**src/hdl/motor_driver_packet_link_assert.svh**
```systemverilog
// Assertion macros used by the motor driver packet link back end.
`ifndef MOTOR_DRIVER_PACKET_LINK_ASSERT_SVH
`define MOTOR_DRIVER_PACKET_LINK_ASSERT_SVH

// Check that a condition holds in the same cycle as its trigger.
`define MDPL_ASSERT_NOW(label, ante, cons, msg) \
    label: assert property (@(posedge aclk) disable iff (!aresetn) (ante) |-> (cons)) \
        else $error(msg);

// Check that a condition holds in the cycle after its trigger.
`define MDPL_ASSERT_NEXT(label, ante, cons, msg) \
    label: assert property (@(posedge aclk) disable iff (!aresetn) (ante) |=> (cons)) \
        else $error(msg);

`endif

```
**src/hdl/mdpl_pkg.sv**
```systemverilog
// Shared types, codes and constants of the motor driver packet link.
`default_nettype none
package mdpl_pkg;

    localparam int REPLY_BYTES     = 9;
    localparam int RX_STORE        = REPLY_BYTES - 1;
    localparam int RX_IDX_W        = $clog2(RX_STORE);
    localparam int RX_CNT_W        = $clog2(REPLY_BYTES + 1);
    localparam int SET_FRAME_LEN   = 9;
    localparam int GET_FRAME_LEN   = 7;
    localparam int BYTE_IDX_W      = $clog2(SET_FRAME_LEN);
    localparam int QUEUE_DEPTH_DEF = 4;

    localparam logic [7:0] CODE_SET    = 8'h28;
    localparam logic [7:0] CODE_GET    = 8'h29;
    localparam logic [7:0] CODE_REPLY  = 8'h49;
    localparam logic [7:0] KIND_MOTOR  = 8'h4D;
    localparam logic [7:0] REPLY_TYPE_MASK = 8'hCE;

    localparam logic [1:0] CMD_SET   = 2'd0;
    localparam logic [1:0] CMD_GET   = 2'd1;
    localparam logic [1:0] CMD_REPLY = 2'd2;
    localparam logic [1:0] CMD_NONE  = 2'd3;

    localparam logic [1:0] SEL_MOTOR1  = 2'd0;
    localparam logic [1:0] SEL_MOTOR2  = 2'd1;
    localparam logic [1:0] SEL_BOTH    = 2'd2;
    localparam logic [1:0] SEL_INVALID = 2'd3;

    localparam logic [2:0] REG_DEVICE_ADDRESS = 3'd0;
    localparam logic [2:0] REG_VALUE_MIN      = 3'd1;
    localparam logic [2:0] REG_VALUE_MAX      = 3'd2;
    localparam logic [2:0] REG_MOTOR1_ID      = 3'd3;
    localparam logic [2:0] REG_MOTOR2_ID      = 3'd4;
    localparam logic [2:0] REG_BOTH_ID        = 3'd5;

    localparam logic [7:0]  RST_DEVICE_ADDRESS = 8'd128;
    localparam logic [14:0] RST_VALUE_MIN      = 15'h7801; // -2047
    localparam logic [13:0] RST_VALUE_MAX      = 14'd2047;
    localparam logic [6:0]  RST_MOTOR1_ID      = 7'd2;
    localparam logic [6:0]  RST_MOTOR2_ID      = 7'd1;
    localparam logic [6:0]  RST_BOTH_ID        = 7'd42;

    localparam logic RESULT_TX     = 1'b0;
    localparam logic RESULT_REPORT = 1'b1;

    typedef enum logic [1:0] {
        KIND_SET    = 2'd0,
        KIND_GET    = 2'd1,
        KIND_REPORT = 2'd2
    } desc_kind_t;

    typedef struct packed {
        logic [7:0]  device_address;
        logic [14:0] value_min;
        logic [13:0] value_max;
        logic [6:0]  motor1_id;
        logic [6:0]  motor2_id;
        logic [6:0]  both_id;
    } cfg_t;

    // One unit of work for the back end: a frame to send or a report to show.
    typedef struct packed {
        desc_kind_t  kind;
        logic [7:0]  addr;
        logic [7:0]  frame_type;
        logic [6:0]  hdr_sum;
        logic [13:0] mag;
        logic [6:0]  tid;
        logic [6:0]  data_sum;
        logic        reply_ok;
        logic        reply_motor;
        logic [1:0]  reply_quantity;
        logic [14:0] telem_value;
    } desc_t;

    typedef struct packed {
        logic        kind;
        logic [7:0]  tx_byte;
        logic        tx_last;
        logic        reply_ok;
        logic        reply_motor;
        logic [1:0]  reply_quantity;
        logic [14:0] telem_value;
    } result_t;

endpackage
`default_nettype wire

```
**src/hdl/motor_driver_packet_link.sv**
```systemverilog
// Top level of the motor driver packet link: configuration registers and the front/queue/back chain.
//
// Usage:
//   s_ channel: one request per handshake. s_tuser carries the command (set frame, get frame,
//   received reply byte, or none). A set request is clamped to [value_min, value_max] and sent
//   as nine bytes; a get request as seven; an invalid target sends nothing. Reply bytes are
//   collected into nine-byte frames and the ninth byte yields one report.
//   m_ channel: one transmit byte or one reply report per handshake; m_tlast marks the final
//   byte of each transmitted frame, m_tuser tells transmit bytes (0) from reports (1).
//   cfg port: write a register index and value with cfg_wr_en; only write while idle.
// Path: with the back end free, the first result of a request passes the descriptor queue and
//   then the output register before it shows on m_tvalid.
// Throughput: the back end emits one byte per cycle from its output register while m_tready is
//   high; a set frame is nine bytes, a get frame seven and a report a single result. The front
//   end takes a request every cycle while the descriptor queue (QUEUE_DEPTH entries) has room,
//   and reply bytes that complete no frame never reach it.
// Reset: synchronous, active low; clears the queue, the output register valid, the reply byte
//   count and loads the register defaults (address 128, limits -2047..2047, ids 2, 1, 42).
// Stall: while m_tready is low the output holds; the queue fills and then s_tready drops.
`default_nettype none
module motor_driver_packet_link
    import mdpl_pkg::*;
#(
    parameter int QUEUE_DEPTH = QUEUE_DEPTH_DEF
)
(
    input  wire logic        aclk,
    input  wire logic        aresetn,
    // Configuration write port
    input  wire logic        cfg_wr_en,
    input  wire logic [2:0]  cfg_index,
    input  wire logic [14:0] cfg_wdata,
    // Request channel
    input  wire logic        s_tvalid,
    output logic             s_tready,
    input  wire logic [1:0]  s_tuser,  // cmd
    input  wire logic [31:0] s_tdata,  // op_code, target_select, drive_value, rx_byte, rx_first
    // Result channel
    output logic             m_tvalid,
    input  wire logic        m_tready,
    output logic             m_tlast,  // tx_last
    output logic             m_tuser,  // result_kind
    output logic [31:0]      m_tdata   // tx_byte, reply_ok, reply_motor, reply_quantity,
                                       // telem_value, zero fill
);

    cfg_t    cfg_reg, cfg_next;
    logic    q_push, q_full, q_head_valid, q_pop;
    desc_t   q_desc, q_head;
    result_t result;

    // Register writes; indexes past the list are dropped.
    always_comb begin
        cfg_next = cfg_reg;
        if (cfg_wr_en) begin
            unique case (cfg_index)
                REG_DEVICE_ADDRESS: cfg_next.device_address = cfg_wdata[7:0];
                REG_VALUE_MIN:      cfg_next.value_min      = cfg_wdata;
                REG_VALUE_MAX:      cfg_next.value_max      = cfg_wdata[13:0];
                REG_MOTOR1_ID:      cfg_next.motor1_id      = cfg_wdata[6:0];
                REG_MOTOR2_ID:      cfg_next.motor2_id      = cfg_wdata[6:0];
                REG_BOTH_ID:        cfg_next.both_id        = cfg_wdata[6:0];
                default:            cfg_next = cfg_reg;
            endcase
        end
    end

    always_ff @(posedge aclk) begin
        if (!aresetn) begin
            cfg_reg.device_address <= RST_DEVICE_ADDRESS;
            cfg_reg.value_min      <= RST_VALUE_MIN;
            cfg_reg.value_max      <= RST_VALUE_MAX;
            cfg_reg.motor1_id      <= RST_MOTOR1_ID;
            cfg_reg.motor2_id      <= RST_MOTOR2_ID;
            cfg_reg.both_id        <= RST_BOTH_ID;
        end else begin
            cfg_reg <= cfg_next;
        end
    end

    // Classify requests and assemble reply frames.
    mdpl_front u_front (
        .aclk            (aclk),
        .aresetn         (aresetn),
        .cfg             (cfg_reg),
        .s_tvalid        (s_tvalid),
        .s_tready        (s_tready),
        .s_cmd           (s_tuser),
        .s_op_code       (s_tdata[5:0]),
        .s_target_select (s_tdata[7:6]),
        .s_drive_value   (s_tdata[22:8]),
        .s_rx_byte       (s_tdata[30:23]),
        .s_rx_first      (s_tdata[31]),
        .q_full          (q_full),
        .q_push          (q_push),
        .q_desc          (q_desc)
    );

    // Hold pending frames and reports so either side can stall alone.
    mdpl_queue #(
        .DEPTH (QUEUE_DEPTH)
    ) u_queue (
        .aclk       (aclk),
        .aresetn    (aresetn),
        .push       (q_push),
        .push_data  (q_desc),
        .full       (q_full),
        .head_valid (q_head_valid),
        .head       (q_head),
        .pop        (q_pop)
    );

    // Advance one byte per cycle into the output register while m_tready lets it move.
    mdpl_back u_back (
        .aclk       (aclk),
        .aresetn    (aresetn),
        .head_valid (q_head_valid),
        .head       (q_head),
        .pop        (q_pop),
        .m_tvalid   (m_tvalid),
        .m_tready   (m_tready),
        .m_result   (result)
    );

    assign m_tlast = result.tx_last;
    assign m_tuser = result.kind;
    assign m_tdata = {5'b0, result.telem_value, result.reply_quantity, result.reply_motor,
                      result.reply_ok, result.tx_byte};

endmodule
`default_nettype wire

```
**src/hdl/mdpl_front.sv**
```systemverilog
// Front end: accepts requests, builds frame descriptors and assembles reply frames.
`default_nettype none
module mdpl_front
    import mdpl_pkg::*;
(
    input  wire logic        aclk,
    input  wire logic        aresetn,
    input  wire cfg_t        cfg,
    input  wire logic        s_tvalid,
    output logic             s_tready,
    input  wire logic [1:0]  s_cmd,
    input  wire logic [5:0]  s_op_code,
    input  wire logic [1:0]  s_target_select,
    input  wire logic [14:0] s_drive_value,
    input  wire logic [7:0]  s_rx_byte,
    input  wire logic        s_rx_first,
    input  wire logic        q_full,
    output logic             q_push,
    output desc_t            q_desc
);

    logic [RX_CNT_W-1:0] reply_count_reg, reply_count_next;
    logic [7:0]          reply_bytes [RX_STORE];

    logic                accept, is_frame, frame_done, rx_store;
    logic [RX_CNT_W-1:0] count_eff;
    logic [6:0]          tid;
    logic signed [14:0]  x, lo, hi, xc;
    logic signed [15:0]  xw, magw;
    logic                neg;
    logic [7:0]          set_type;
    logic [7:0]          r0, r1, r2, r3, r4, r5, r6, r7;
    logic                ok;
    logic [13:0]         rmag;

    assign s_tready = !q_full;
    assign accept   = s_tvalid && s_tready;
    assign is_frame = (s_cmd == CMD_SET || s_cmd == CMD_GET) && s_target_select != SEL_INVALID;

    // Reply framing: a first-byte mark restarts the count before the byte lands.
    assign count_eff  = s_rx_first ? '0 : reply_count_reg;
    assign frame_done = count_eff >= RX_CNT_W'(RX_STORE);
    assign rx_store   = accept && s_cmd == CMD_REPLY && !frame_done;

    always_comb begin
        unique case (s_target_select)
            SEL_MOTOR1: tid = cfg.motor1_id;
            SEL_MOTOR2: tid = cfg.motor2_id;
            default:    tid = cfg.both_id;
        endcase
    end

    // Clamp, then split into sign and magnitude.
    always_comb begin
        x    = s_drive_value;
        lo   = cfg.value_min;
        hi   = {1'b0, cfg.value_max};
        xc   = (x < lo) ? lo : x;
        xc   = (xc > hi) ? hi : xc;
        neg  = xc[14];
        xw   = {xc[14], xc};
        magw = neg ? (16'sd0 - xw) : xw;
        set_type = {2'b00, s_op_code} + {7'b0, neg};
    end

    // Reply checks over the stored bytes and the closing checksum byte.
    always_comb begin
        r0 = reply_bytes[0];
        r1 = reply_bytes[1];
        r2 = reply_bytes[2];
        r3 = reply_bytes[3];
        r4 = reply_bytes[4];
        r5 = reply_bytes[5];
        r6 = reply_bytes[6];
        r7 = reply_bytes[7];
        ok = r1 == CODE_REPLY
            && {1'b0, 7'(r0 + r1 + r2)} == r3
            && {1'b0, 7'(r4 + r5 + r6 + r7)} == s_rx_byte
            && r6 == KIND_MOTOR
            && (r7 == {1'b0, cfg.motor1_id} || r7 == {1'b0, cfg.motor2_id})
            && (r2 & REPLY_TYPE_MASK) == 8'h00;
        rmag = {r5[6:0], r4[6:0]};
    end

    always_comb begin
        q_desc = '0;
        q_push = 1'b0;
        if (accept && is_frame) begin
            q_push         = 1'b1;
            q_desc.addr    = cfg.device_address;
            q_desc.tid     = tid;
            if (s_cmd == CMD_SET) begin
                q_desc.kind       = KIND_SET;
                q_desc.frame_type = set_type;
                q_desc.hdr_sum    = 7'(cfg.device_address + CODE_SET + set_type);
                q_desc.mag        = magw[13:0];
                q_desc.data_sum   = 7'({1'b0, magw[6:0]} + {1'b0, magw[13:7]}
                                       + KIND_MOTOR + {1'b0, tid});
            end else begin
                q_desc.kind       = KIND_GET;
                q_desc.frame_type = {2'b00, s_op_code};
                q_desc.hdr_sum    = 7'(cfg.device_address + CODE_GET + {2'b00, s_op_code});
                q_desc.data_sum   = 7'(KIND_MOTOR + {1'b0, tid});
            end
        end else if (accept && s_cmd == CMD_REPLY && frame_done) begin
            q_push          = 1'b1;
            q_desc.kind     = KIND_REPORT;
            q_desc.reply_ok = ok;
            if (ok) begin
                q_desc.reply_motor    = r7 == {1'b0, cfg.motor2_id};
                q_desc.reply_quantity = r2[5:4];
                q_desc.telem_value    = r2[0] ? (15'd0 - {1'b0, rmag}) : {1'b0, rmag};
            end
        end
    end

    always_comb begin
        reply_count_next = reply_count_reg;
        if (accept && s_cmd == CMD_REPLY) begin
            reply_count_next = frame_done ? '0 : count_eff + 1'b1;
        end
    end

    always_ff @(posedge aclk) begin
        if (!aresetn) begin
            reply_count_reg <= '0;
        end else begin
            reply_count_reg <= reply_count_next;
        end
    end

    always_ff @(posedge aclk) begin
        if (rx_store) begin
            reply_bytes[count_eff[RX_IDX_W-1:0]] <= s_rx_byte;
        end
    end

endmodule
`default_nettype wire

```
**src/hdl/mdpl_queue.sv**
```systemverilog
// Show-ahead descriptor queue between the front and back ends.
`default_nettype none
module mdpl_queue
    import mdpl_pkg::*;
#(
    parameter int DEPTH = QUEUE_DEPTH_DEF
)
(
    input  wire logic  aclk,
    input  wire logic  aresetn,
    input  wire logic  push,
    input  wire desc_t push_data,
    output logic       full,
    output logic       head_valid,
    output desc_t      head,
    input  wire logic  pop
);

    localparam int IDX_W = (DEPTH > 1) ? $clog2(DEPTH) : 1;
    localparam int CNT_W = $clog2(DEPTH + 1);

    desc_t            entries [DEPTH];
    logic [IDX_W-1:0] wr_ptr_reg, wr_ptr_next, rd_ptr_reg, rd_ptr_next;
    logic [CNT_W-1:0] count_reg, count_next;
    logic             do_push, do_pop;

    assign full       = count_reg == CNT_W'(DEPTH);
    assign head_valid = count_reg != '0;
    assign head       = entries[rd_ptr_reg];
    assign do_push    = push && !full;
    assign do_pop     = pop && head_valid;

    always_comb begin
        wr_ptr_next = wr_ptr_reg;
        rd_ptr_next = rd_ptr_reg;
        count_next  = count_reg;
        if (do_push) begin
            wr_ptr_next = (wr_ptr_reg == IDX_W'(DEPTH - 1)) ? '0 : wr_ptr_reg + 1'b1;
        end
        if (do_pop) begin
            rd_ptr_next = (rd_ptr_reg == IDX_W'(DEPTH - 1)) ? '0 : rd_ptr_reg + 1'b1;
        end
        if (do_push && !do_pop) begin
            count_next = count_reg + 1'b1;
        end else if (do_pop && !do_push) begin
            count_next = count_reg - 1'b1;
        end
    end

    always_ff @(posedge aclk) begin
        if (!aresetn) begin
            wr_ptr_reg <= '0;
            rd_ptr_reg <= '0;
            count_reg  <= '0;
        end else begin
            wr_ptr_reg <= wr_ptr_next;
            rd_ptr_reg <= rd_ptr_next;
            count_reg  <= count_next;
        end
    end

    always_ff @(posedge aclk) begin
        if (do_push) begin
            entries[wr_ptr_reg] <= push_data;
        end
    end

endmodule
`default_nettype wire

```
**src/hdl/mdpl_back.sv**
```systemverilog
// Back end: walks each descriptor out byte by byte into the output register.
`default_nettype none
`include "motor_driver_packet_link_assert.svh"
module mdpl_back
    import mdpl_pkg::*;
(
    input  wire logic  aclk,
    input  wire logic  aresetn,
    input  wire logic  head_valid,
    input  wire desc_t head,
    output logic       pop,
    output logic       m_tvalid,
    input  wire logic  m_tready,
    output result_t    m_result
);

    logic [BYTE_IDX_W-1:0] idx_reg, idx_next;
    logic                  out_valid_reg, out_valid_next;
    result_t               out_reg, res;
    logic                  load, last;

    assign load     = head_valid && (!out_valid_reg || m_tready);
    assign pop      = load && last;
    assign m_tvalid = out_valid_reg;
    assign m_result = out_reg;

    always_comb begin
        res  = '0;
        last = 1'b1;
        unique case (head.kind)
            KIND_SET: begin
                res.kind    = RESULT_TX;
                last        = idx_reg == BYTE_IDX_W'(SET_FRAME_LEN - 1);
                res.tx_last = last;
                unique case (idx_reg)
                    4'd0:    res.tx_byte = head.addr;
                    4'd1:    res.tx_byte = CODE_SET;
                    4'd2:    res.tx_byte = head.frame_type;
                    4'd3:    res.tx_byte = {1'b0, head.hdr_sum};
                    4'd4:    res.tx_byte = {1'b0, head.mag[6:0]};
                    4'd5:    res.tx_byte = {1'b0, head.mag[13:7]};
                    4'd6:    res.tx_byte = KIND_MOTOR;
                    4'd7:    res.tx_byte = {1'b0, head.tid};
                    default: res.tx_byte = {1'b0, head.data_sum};
                endcase
            end
            KIND_GET: begin
                res.kind    = RESULT_TX;
                last        = idx_reg == BYTE_IDX_W'(GET_FRAME_LEN - 1);
                res.tx_last = last;
                unique case (idx_reg)
                    4'd0:    res.tx_byte = head.addr;
                    4'd1:    res.tx_byte = CODE_GET;
                    4'd2:    res.tx_byte = head.frame_type;
                    4'd3:    res.tx_byte = {1'b0, head.hdr_sum};
                    4'd4:    res.tx_byte = KIND_MOTOR;
                    4'd5:    res.tx_byte = {1'b0, head.tid};
                    default: res.tx_byte = {1'b0, head.data_sum};
                endcase
            end
            default: begin
                res.kind           = RESULT_REPORT;
                res.reply_ok       = head.reply_ok;
                res.reply_motor    = head.reply_motor;
                res.reply_quantity = head.reply_quantity;
                res.telem_value    = head.telem_value;
            end
        endcase
    end

    always_comb begin
        idx_next       = idx_reg;
        out_valid_next = out_valid_reg;
        if (load) begin
            idx_next       = last ? '0 : idx_reg + 1'b1;
            out_valid_next = 1'b1;
        end else if (m_tready) begin
            out_valid_next = 1'b0;
        end
    end

    always_ff @(posedge aclk) begin
        if (!aresetn) begin
            idx_reg       <= '0;
            out_valid_reg <= 1'b0;
        end else begin
            idx_reg       <= idx_next;
            out_valid_reg <= out_valid_next;
        end
    end

    always_ff @(posedge aclk) begin
        if (load) begin
            out_reg <= res;
        end
    end

    `MDPL_ASSERT_NOW(a_idx_in_frame, 1'b1, idx_reg < BYTE_IDX_W'(SET_FRAME_LEN), "byte index past frame end")
    `MDPL_ASSERT_NEXT(a_idx_wrap, load && last, idx_reg == '0, "byte index not cleared after last byte")
    `MDPL_ASSERT_NOW(a_mid_frame_head, idx_reg != '0, head_valid && head.kind != KIND_REPORT, "frame in progress without a frame at queue head")
    `MDPL_ASSERT_NOW(a_get_len, idx_reg != '0 && head.kind == KIND_GET, idx_reg < BYTE_IDX_W'(GET_FRAME_LEN), "get frame runs past seven bytes")
    `MDPL_ASSERT_NOW(a_report_clean, out_valid_reg && out_reg.kind == RESULT_REPORT, out_reg.tx_byte == 8'h00 && !out_reg.tx_last, "report carries transmit fields")

endmodule
`default_nettype wire

```
**config.mk**
```make
export PLATFORM = sky130hd
export DESIGN_NAME = motor_driver_packet_link
export DESIGN_NICKNAME = d
export VERILOG_FILES = /design/src/hdl/mdpl_pkg.sv /design/src/hdl/motor_driver_packet_link.sv /design/src/hdl/mdpl_front.sv /design/src/hdl/mdpl_queue.sv /design/src/hdl/mdpl_back.sv
export VERILOG_INCLUDE_DIRS = /design/src /design/src/hdl
export SDC_FILE = /design/constraint.sdc
export NUM_CORES = 1
export LEC_CHECK = 0
export BUFFER_PORTS_ARGS = -buffer_cell sky130_fd_sc_hd__clkbuf_2
export CAP_MARGIN = 15
export CELL_PAD_IN_SITES_DETAIL_PLACEMENT = 2
export CELL_PAD_IN_SITES_GLOBAL_PLACEMENT = 2
export CORE_MARGIN = 3
export CORE_UTILIZATION = 25
export CTS_CLUSTER_DIAMETER = 50
export DETAILED_ROUTE_END_ITERATION = 7
export HOLD_SLACK_MARGIN = 0.08
export PLACE_DENSITY = 0.55
export SKIP_LAST_GASP = 1
export SYNTH_ARGS = -nofsm -noshare
export SYNTH_HDL_FRONTEND = slang
export SYNTH_SLANG_ARGS = --single-unit
```
**constraint.sdc**
```tcl
create_clock -name aclk -period 8.3 [get_ports aclk]
set_input_delay 0.83 -clock aclk [delete_from_list [all_inputs] [get_ports aclk]]
set_output_delay 0.83 -clock aclk [all_outputs]
set_load 0.02 [all_outputs]
```
After elaboration in Yosys (flattened, before gate mapping)
Memories as Yosys holds them, arrays and structs flattened. A register that Yosys moved wholly into a read port is not among the register bits.
Index checks and enable logic that the tools add are counted.
Widths: inputs -> output; s select.

storage, ports and cells
  memories = 2
  memory bits (writable) = 352
  bits of input ports = 57
  output and inout bits = 36
  register bits = 103
  word-level logic and storage cells = 151

memories
  name                 words  width  read ports  clocked after memory_dff  write ports  RTL line          text
  u_queue.entries      4      72     1           1                         1            mdpl_queue.sv:22  desc_t entries [DEPTH];
  u_front.reply_bytes  8      8      8           0                         1            mdpl_front.sv:23  logic [7:0] reply_bytes [RX_STORE];

cells by class
  reductions and logical operators = 41
  add/sub/neg operators = 22
  $lt $le $gt $ge = 3
  multiplexer cells = 37
  eq/ne operators = 27

operators by type and width
  operator               count
  $pmux 8 s8             1
  $mux 15                4
  $add 7x7->7            8
  $mux 51                1
  $pmux 8 s6             1
  $mux 19                2
  $mux 14                2
  $mux 18                1
  $pmux 9 s2             1
  $logic_and 1x1->1      17
  $eq 4x3->1 const B     4
  $eq 7x8->1             2
  $eq 8x7->1             2
  $eq 8x7->1 const B     2
  $gt 15x15->1           1
  $lt 15x15->1           1
  $sub 1x14->15 const A  1
  $add 7x6->7 const B    2
  $pmux 7 s2             1
  $sub 1x14->14 const A  1
  $mux 2                 6
  $mux 4                 3
  $reduce_and 2->1       6
  $mux 1                 10
  other kinds (30)       50

Longest topological paths before layout
Gate-level depths: netlist of the first run.

  word-level depth = 12
  gate-level depth with buffers = 38

Hierarchy
From an unflattened synthesis of the first run, not the netlist that was laid out.

second synthesis, totals
  cells, all modules = 1641
  area, all modules = 22510.3 um2

by module, submodules not included
  module                    cells an instance  times used  sequential area each (um2)  area each (um2)
  mdpl_queue                427                1           8828.5                      10949.3
  mdpl_front                791                1           1911.8                      7195.7
  motor_driver_packet_link  233                1           1161.1                      2358.5
  mdpl_back                 190                1           970.9                       2006.9

Least setup slack after synthesis of the first run
Ideal clock, no wire load.

  path kind = input port to flip-flop
  start = in s_tdata[9]
  end = mem u_queue.entries[0][25] (netlist name), data pin
  required time = 8.115 ns
  path slack = -0.254 ns
  arrival = 8.369 ns
  stages = 33
  buffers on the path = 4
  cells stage by stage = ha_1 -> a211o_1 -> a2111oi_4 -> o21ai_2 -> o32ai_4 -> buf_6 -> buf_6 -> buf_4 -> mux2_2 -> ha_1 -> a2111o_1 -> o221a_2 -> o21ai_0 -> mux2i_1 -> clkbuf_1 -> a21oi_1 -> ha_1 -> o211a_1 -> a41oi_1 -> xor2_1 -> fa_1 -> inv_1 -> fa_1 -> inv_1 -> ha_1 -> a21o_1 -> a21o_1 -> a21o_1 -> a21oi_1 -> xnor2_1 -> xnor3_1 -> xnor2_1 -> a211oi_2

RTL lines
  what                RTL line                        text
  start: declaration  motor_driver_packet_link.sv:37  input wire logic [31:0] s_tdata,
  end: declaration    mdpl_queue.sv:22

==> results.sh, run 1 <==
export IMPL_wl_per_cell_um=22.1
export IMPL_final_cell_area_mm2=0.0261
export IMPL_grt_pass1_wl_um=98900
export IMPL_final_nets=1935
export IMPL_setup_viol=0
export IMPL_routabilityCongestion=0.779
export IMPL_power_share_clock_pct=40.5
export IMPL_synth_cell_type_count=78
export IMPL_rsz0062_at_grt="no"
export IMPL_switchingPower_uw=2180
export IMPL_syn_area_mm2=0.0218
export IMPL_arrival_ns=8.20
export IMPL_synth_edf_count=374
export IMPL_async_reset_ff_share_pct=0
export IMPL_placed_cells=2831
export IMPL_drc=0
export IMPL_ant_nets=0
export IMPL_clkTransAtPathRegs_ns=0.06
export IMPL_final_layout_size_suffix_gt1_share_pct=19.8
export IMPL_startpoint_type="flip-flop"
export IMPL_maxSlewViolCount=0
export IMPL_max_freq_mhz=128
export IMPL_power_internal_uw=5130
export IMPL_cap_violations=0
export IMPL_grt_usage_pct=14.6
export IMPL_dieArea_mm2=0.0906
export IMPL_largest_reg_flops=284
export IMPL_swShare_pct=29.8
export IMPL_critPathCaptureType="flip-flop"
export IMPL_ys_ff_latch=450
export IMPL_rows=107
export IMPL_cellLeakagePower_uw=0.00943
export IMPL_initial_core_util_pct=25.4
export IMPL_cp_slowest_cell="fa_1"
export IMPL_hp_start="cfg_reg[1]"
export IMPL_port_buffers=87
export IMPL_power_density_mw_per_mm2=281
export IMPL_critical_path_required_ns=8.70
export IMPL_tightest_slew_ns=1.02
export IMPL_ys_warn_count=0
export IMPL_first_global_vias=15297
export IMPL_synth_top_area_share_pct=51.6
export IMPL_fin_skew_ns=0.0211
export IMPL_overflow=0
export IMPL_r2r_start="cfg_reg[36]"
export IMPL_synth_area_leaders="edfxtp_1 52%, mux4_2 7.2%, dfxtp_1 7.0%"
export IMPL_startpoint="cfg_reg[36]"
export IMPL_vias=13619
export IMPL_critPathKind="flip-flop to flip-flop"
export IMPL_status="finished, final reports clean"
export IMPL_numCtsBuffers=70
export IMPL_slew_headroom_pct=32.2
export IMPL_cts_root_buf="clkbuf_16"
export IMPL_synth_largest_area_cell="edfxtp_1"
export IMPL_fin_crit_ns=7.80
export IMPL_wl_um=65300
export IMPL_area_growth_pct=19.8
export IMPL_drt_first_pass_iters=4
export IMPL_placed_area_mm2=0.0237
export IMPL_drtIter0Drc=750
export IMPL_dp_hpwl_um=46300
export IMPL_hold_viol_final=0
export IMPL_sequentialPowerShare_pct=37.5
export IMPL_yosys_top_cells_count="374 x edfxtp_1, 177 x nand2_1, 106 x nor2_1"
export IMPL_clockBufferDepth=3
export IMPL_htree_num_levels=3
export IMPL_grt_max_degree=72
export IMPL_cts_hold_buf=0
export IMPL_critical_path_max_stage_delay_ns=0.45
export IMPL_cts_num_sinks=450
export IMPL_clk_latency_ns=0.61
export IMPL_synth_cells=1628
export IMPL_layout_cells_non_filler=2959
export IMPL_cts_tree="yes"
export IMPL_core_mm2=0.0857
export IMPL_antenna_found_initial=3
export IMPL_cpMostUsedCell="ha_1"
export IMPL_synth_seq_area_share_pct=58.6
export IMPL_ir_drop_v=0.000108
export IMPL_dieWidth_um=301
export IMPL_synth_ff_type="edfxtp_1"
export IMPL_hp_class="flip-flop to flip-flop"
export IMPL_tns_ns=0
export IMPL_synth_most_common_cell="edfxtp_1"
export IMPL_r2r_setup_slack_ns=0.50
export IMPL_combPwrFrac_pct=22.0
export IMPL_io_pins=93
export IMPL_vias_per_cell=4.60
export IMPL_finalCritPeriodShare_pct=94.0
export IMPL_postSynthAreaPerCell_um2=13.4
export IMPL_crit_path_max_fanout=24
export IMPL_die_h_um=301
-- power groups by stage --
| stage | Combinational, µW | Clock, µW | Sequential (µW) |
|---|---|---|---|
| after floorplan | 1030 | 0 | 2830 |
| after global placement | 1620 | 0 | 2790 |
| after detailed placement | 1640 | 0 | 2800 |
| after CTS | 1650 | 3050 | 2750 |
| after global routing | 1780 | 3140 | 2770 |
| final | 1610 | 2960 | 2740 |
-- worst max-delay path: cells and delay by family, from the launching register on --
family                     cells  cell delay, ns
DFF                            1            0.40
adders and majority gates      6            1.91
buffers and inverters          4            0.47
AOI/OAI and AO/OA             15            3.37
muxes                          2            0.58
and+or+nand+nor                1            0.05
xor gates and xnor gates       4            0.78
-- per-layer routing --
| metal | GRT usage, % | vias up | routed length (µm) |
|---|---|---|---|
| li1 | - | 6274 | - |
| met1 | 19.1 | 7083 | 29800 |
| met2 | 24.9 | 191 | 32200 |
| met3 | 2.32 | 71 | 2200 |
| met4 | 4.05 | 0 | 1160 |
| met5 | 0 | - | 0 |
-- path summary, 6_finish.rpt --
path | to | cells past startpoint
setup / recovery | u_queue.entries[2][25] | 32
hold / removal | cfg_reg[1] | 2
setup reg to reg | u_queue.entries[2][25] | 32
hold reg to reg | cfg_reg[1] | 2
-- what timing repair did --
action / in CTS / in global routing
setup endpoints to repair: 0 / 4
buffers inserted: 0 / 1
resized for setup: 0 / 3
-- per-stage QoR --
stage	utilization, %	hold WS [ns]	setup slack [ns]	total power (µW)
3_3_place_gp	27.6	0.455	0.122	4410
4_1_cts	30.4	0.444	0.326	7460
5_1_grt	30.4	0.472	0.00162	7680
3_5_place_dp	27.6	0.465	-0.148	4440
2_1_floorplan	-	0.432	0.00591	3860
6_report	30.4	0.471	0.501	7320
-- layout by cell type (no fill, tap or decap), drive strengths merged, types with 11 or more instances in the layout --
cell type | netlist | routed
ha | 90 | 90
a211oi | 13 | 13
inv | 90 | 103
a21boi | 43 | 43
mux2i | 20 | 20
nor2b | 11 | 11
mux2 | 16 | 16
nand4 | 13 | 13
a21o | 22 | 22
a22oi | 11 | 11
clkinv | 1 | 17
xnor2 | 48 | 48
o21ai | 38 | 38
edfxtp | 374 | 374
clkbuf | 48 | 171
and2 | 38 | 38
nand2 | 177 | 177
fa | 28 | 28
mux4 | 70 | 70
nand3 | 42 | 42
xor2 | 52 | 52
buf | 21 | 38
nor3 | 13 | 13
nor2 | 107 | 107
dfxtp | 76 | 76
a21oi | 56 | 56
o211ai | 17 | 17
-- cells by family (layout without fill, tap and decap cells) --
group,after synthesis,after routing,synth area share (%)
buf+inv,160,341,2.95
simple gates,447,447,9.59
other cells,1,7,0.0172
compound gates,245,245,7.94
xor+xnor,101,101,4.16
flops,450,450,58.6
mux,106,106,9.01
fa+ha+maj,118,118,7.75
-- final cells by class --
type	count	area, µm²
antenna	2	5.00
multi-input combinational	1022	8430
clock inverter	41	497
tap	1144	1430
fill	9054	59600
inverter	91	342
clock buffer	84	1880
timing repair buffer	125	731
sequential	450	12800
(Power assumes the default switching activity.)
==> run 2: changes to the inputs <==
--- a/config.mk
+++ b/config.mk
@@ -10,6 +10,7 @@
 export CAP_MARGIN = 15
 export CELL_PAD_IN_SITES_DETAIL_PLACEMENT = 2
 export CELL_PAD_IN_SITES_GLOBAL_PLACEMENT = 2
+export CORE_ASPECT_RATIO = 1.25
 export CORE_MARGIN = 3
 export CORE_UTILIZATION = 25
 export CTS_CLUSTER_DIAMETER = 50
==> run 2 against run 1 <==
Combinational power about the same. Cell count down 0.44%. First-iteration DRC count down 12%. Largest cell class unchanged. Wire length down 1.8%. Core utilization down 0.77 points. Die area about the same. Critical path type unchanged. Power down 8.0%. Clock-buffer cell count down 16. Clock power down 19%. Sequential power about the same. Global-route usage down 0.42 points. Via count down 1.5%.
==> results.sh, run 2 (synthesis gave the netlist of run 1 again) <==
export IMPL_port_buffers=87
export IMPL_clk_latency_ns=0.63
export IMPL_die_h_um=336
export IMPL_tightest_slew_ns=1.01
export IMPL_cts_root_buf="clkbuf_16"
export IMPL_cp_depth=32
export IMPL_rows=120
export IMPL_dieArea_mm2=0.0907
export IMPL_ir_drop_v=0.000183
export IMPL_cts_tree="yes"
export IMPL_wl_per_cell_um=21.8
export IMPL_grt_pass1_wl_um=97300
export IMPL_largest_reg_flops=284
export IMPL_grt_usage_pct=14.1
export IMPL_dieWidth_um=270
export IMPL_initial_core_util_pct=25.3
export IMPL_core_mm2=0.0860
export IMPL_final_cell_mix="374 x edfxtp_1, 177 x nand2_1, 104 x nor2_1"
export IMPL_critPathCaptureType="flip-flop"
export IMPL_dp_hpwl_um=46700
export IMPL_crit_path_max_fanout=6
export IMPL_drt_first_pass_iters=4
export IMPL_overflow=0
export IMPL_cp_slowest_cell="fa_1"
export IMPL_power_density_mw_per_mm2=264
export IMPL_clockBufferDepth=3
export IMPL_final_cell_area_mm2=0.0255
export IMPL_setup_viol=0
export IMPL_cellLeakagePower_uw=0.00914
export IMPL_drtIter0Drc=661
export IMPL_routabilityCongestion=0.832
export IMPL_critical_path_required_ns=8.69
export IMPL_io_pins=93
export IMPL_area_growth_pct=17.2
export IMPL_fin_crit_ns=7.80
export IMPL_antenna_found_initial=0
export IMPL_arrival_ns=8.19
export IMPL_diodes=0
export IMPL_grt_max_degree=72
export IMPL_reg2reg_depth=32
export IMPL_clkTransAtPathRegs_ns=0.06
export IMPL_cts_num_sinks=450
export IMPL_vias_per_cell=4.55
export IMPL_first_global_vias=15147
export IMPL_numCtsBuffers=53
export IMPL_hold_viol_final=0
export IMPL_critical_path_max_stage_delay_ns=0.53
export IMPL_critPathBufInv=5
export IMPL_vias=13414
export IMPL_final_nets=1918
export IMPL_cp_top_family="compound AO/OA/AOI/OAI gates"
export IMPL_cap_violations=0
export IMPL_wl_um=64100
export IMPL_p_total_uw=6730
export IMPL_finalCritPeriodShare_pct=93.9
export IMPL_placed_area_mm2=0.0237
export IMPL_ant_nets=0
export IMPL_hp_class="flip-flop to flip-flop"
export IMPL_hold_path_depth=2
export IMPL_max_freq_mhz=128
export IMPL_slew_headroom_pct=32.5
export IMPL_mostFrequentLayoutCell="edfxtp_1"
export IMPL_htree_num_levels=2
export IMPL_startpoint_type="flip-flop"
export IMPL_drc=0
export IMPL_final_layout_size_suffix_gt1_share_pct=18.5
export IMPL_critPathKind="flip-flop to flip-flop"
export IMPL_cpMostUsedCell="ha_1"
export IMPL_maxSlewViolCount=0
export IMPL_status="finished, final reports clean"
export IMPL_fin_skew_ns=0.0308
[run 2: cell count changes in the layout (fill, tap and decap cells not counted), sizes merged]
cell | previous run | this run
inv | 103 | 98
clkinv | 17 | 15
clkbuf | 171 | 155
clkinvlp | 6 | 4
diode | 2 | 0
bufinv | 6 | 5
[run 2: layout make-up]
| cell class | count | area (µm²) |
|---|---|---|
| Clock buffer | 68 | 1410 |
| Multi-Input combinational cell | 1022 | 8430 |
| Fill cell | 9114 | 60500 |
| Sequential cell | 450 | 12800 |
| Timing Repair Buffer | 125 | 724 |
| Inverter | 91 | 342 |
| Tap cell | 1159 | 1450 |
| Clock inverter | 31 | 388 |
[run 2: final timing paths]
check / startpoint / end / slack [ns]
worst max-delay path: cfg_reg[36] / u_queue.entries[1][25] / 0.50
worst min-delay path: cfg_reg[57] / cfg_reg[57] / 0.47
worst min register to register: cfg_reg[57] / cfg_reg[57] / 0.47
worst max register to register: cfg_reg[36] / u_queue.entries[1][25] / 0.50
[run 2: worst reg2reg max path, delay by kind of cell (launching register included)]
kind,cells,cell delay (ns)
flops,1,0.39
compound gates,14,3.36
mux,2,0.51
fa+ha+maj,6,1.89
simple gates,1,0.10
xor+xnor,4,0.66
buf+inv,5,0.65
[run 2: what timing repair did]
item / in CTS / in global routing
setup endpoints to repair: 0 / 4
setup buffers: 0 / 2
gates resized for setup: 0 / 8
hold buffers: 0 / 0
[run 2: report_power, final]
group | switching, µW | internal, µW | leakage, µW
sequential | 117 | 2640 | 0.00413
clock | 1000 | 1380 | 0.000861
combinational | 941 | 654 | 0.00415
total | 2060 | 4670 | 0.00914
[run 2: stage by stage]
step	setup WS (ns)	setup TNS (ns)	cells	util, %	hold WS, ns
2_1_floorplan	0.00591	0	1632	-	0.432
3_3_place_gp	0.142	0	2845	27.5	0.451
3_5_place_dp	-0.0921	-0.368	2845	27.5	0.455
4_1_cts	0.273	0	2944	29.6	0.433
5_1_grt	-0.00112	-0.00219	2946	29.7	0.444
6_report	0.504	0	2946	29.7	0.466
[run 2: metal layers]
| layer | wire length [µm] | share of wire [%] | track usage [%] | up-vias |
|---|---|---|---|---|
| met5 | 0 | 0 | 0 | - |
| met4 | 1960 | 3.1 | 4.63 | 0 |
| met3 | 1820 | 2.8 | 2.09 | 80 |
| met2 | 32900 | 51 | 25.7 | 167 |
| met1 | 27500 | 43 | 17.2 | 6958 |
| li1 | - | - | - | 6209 |
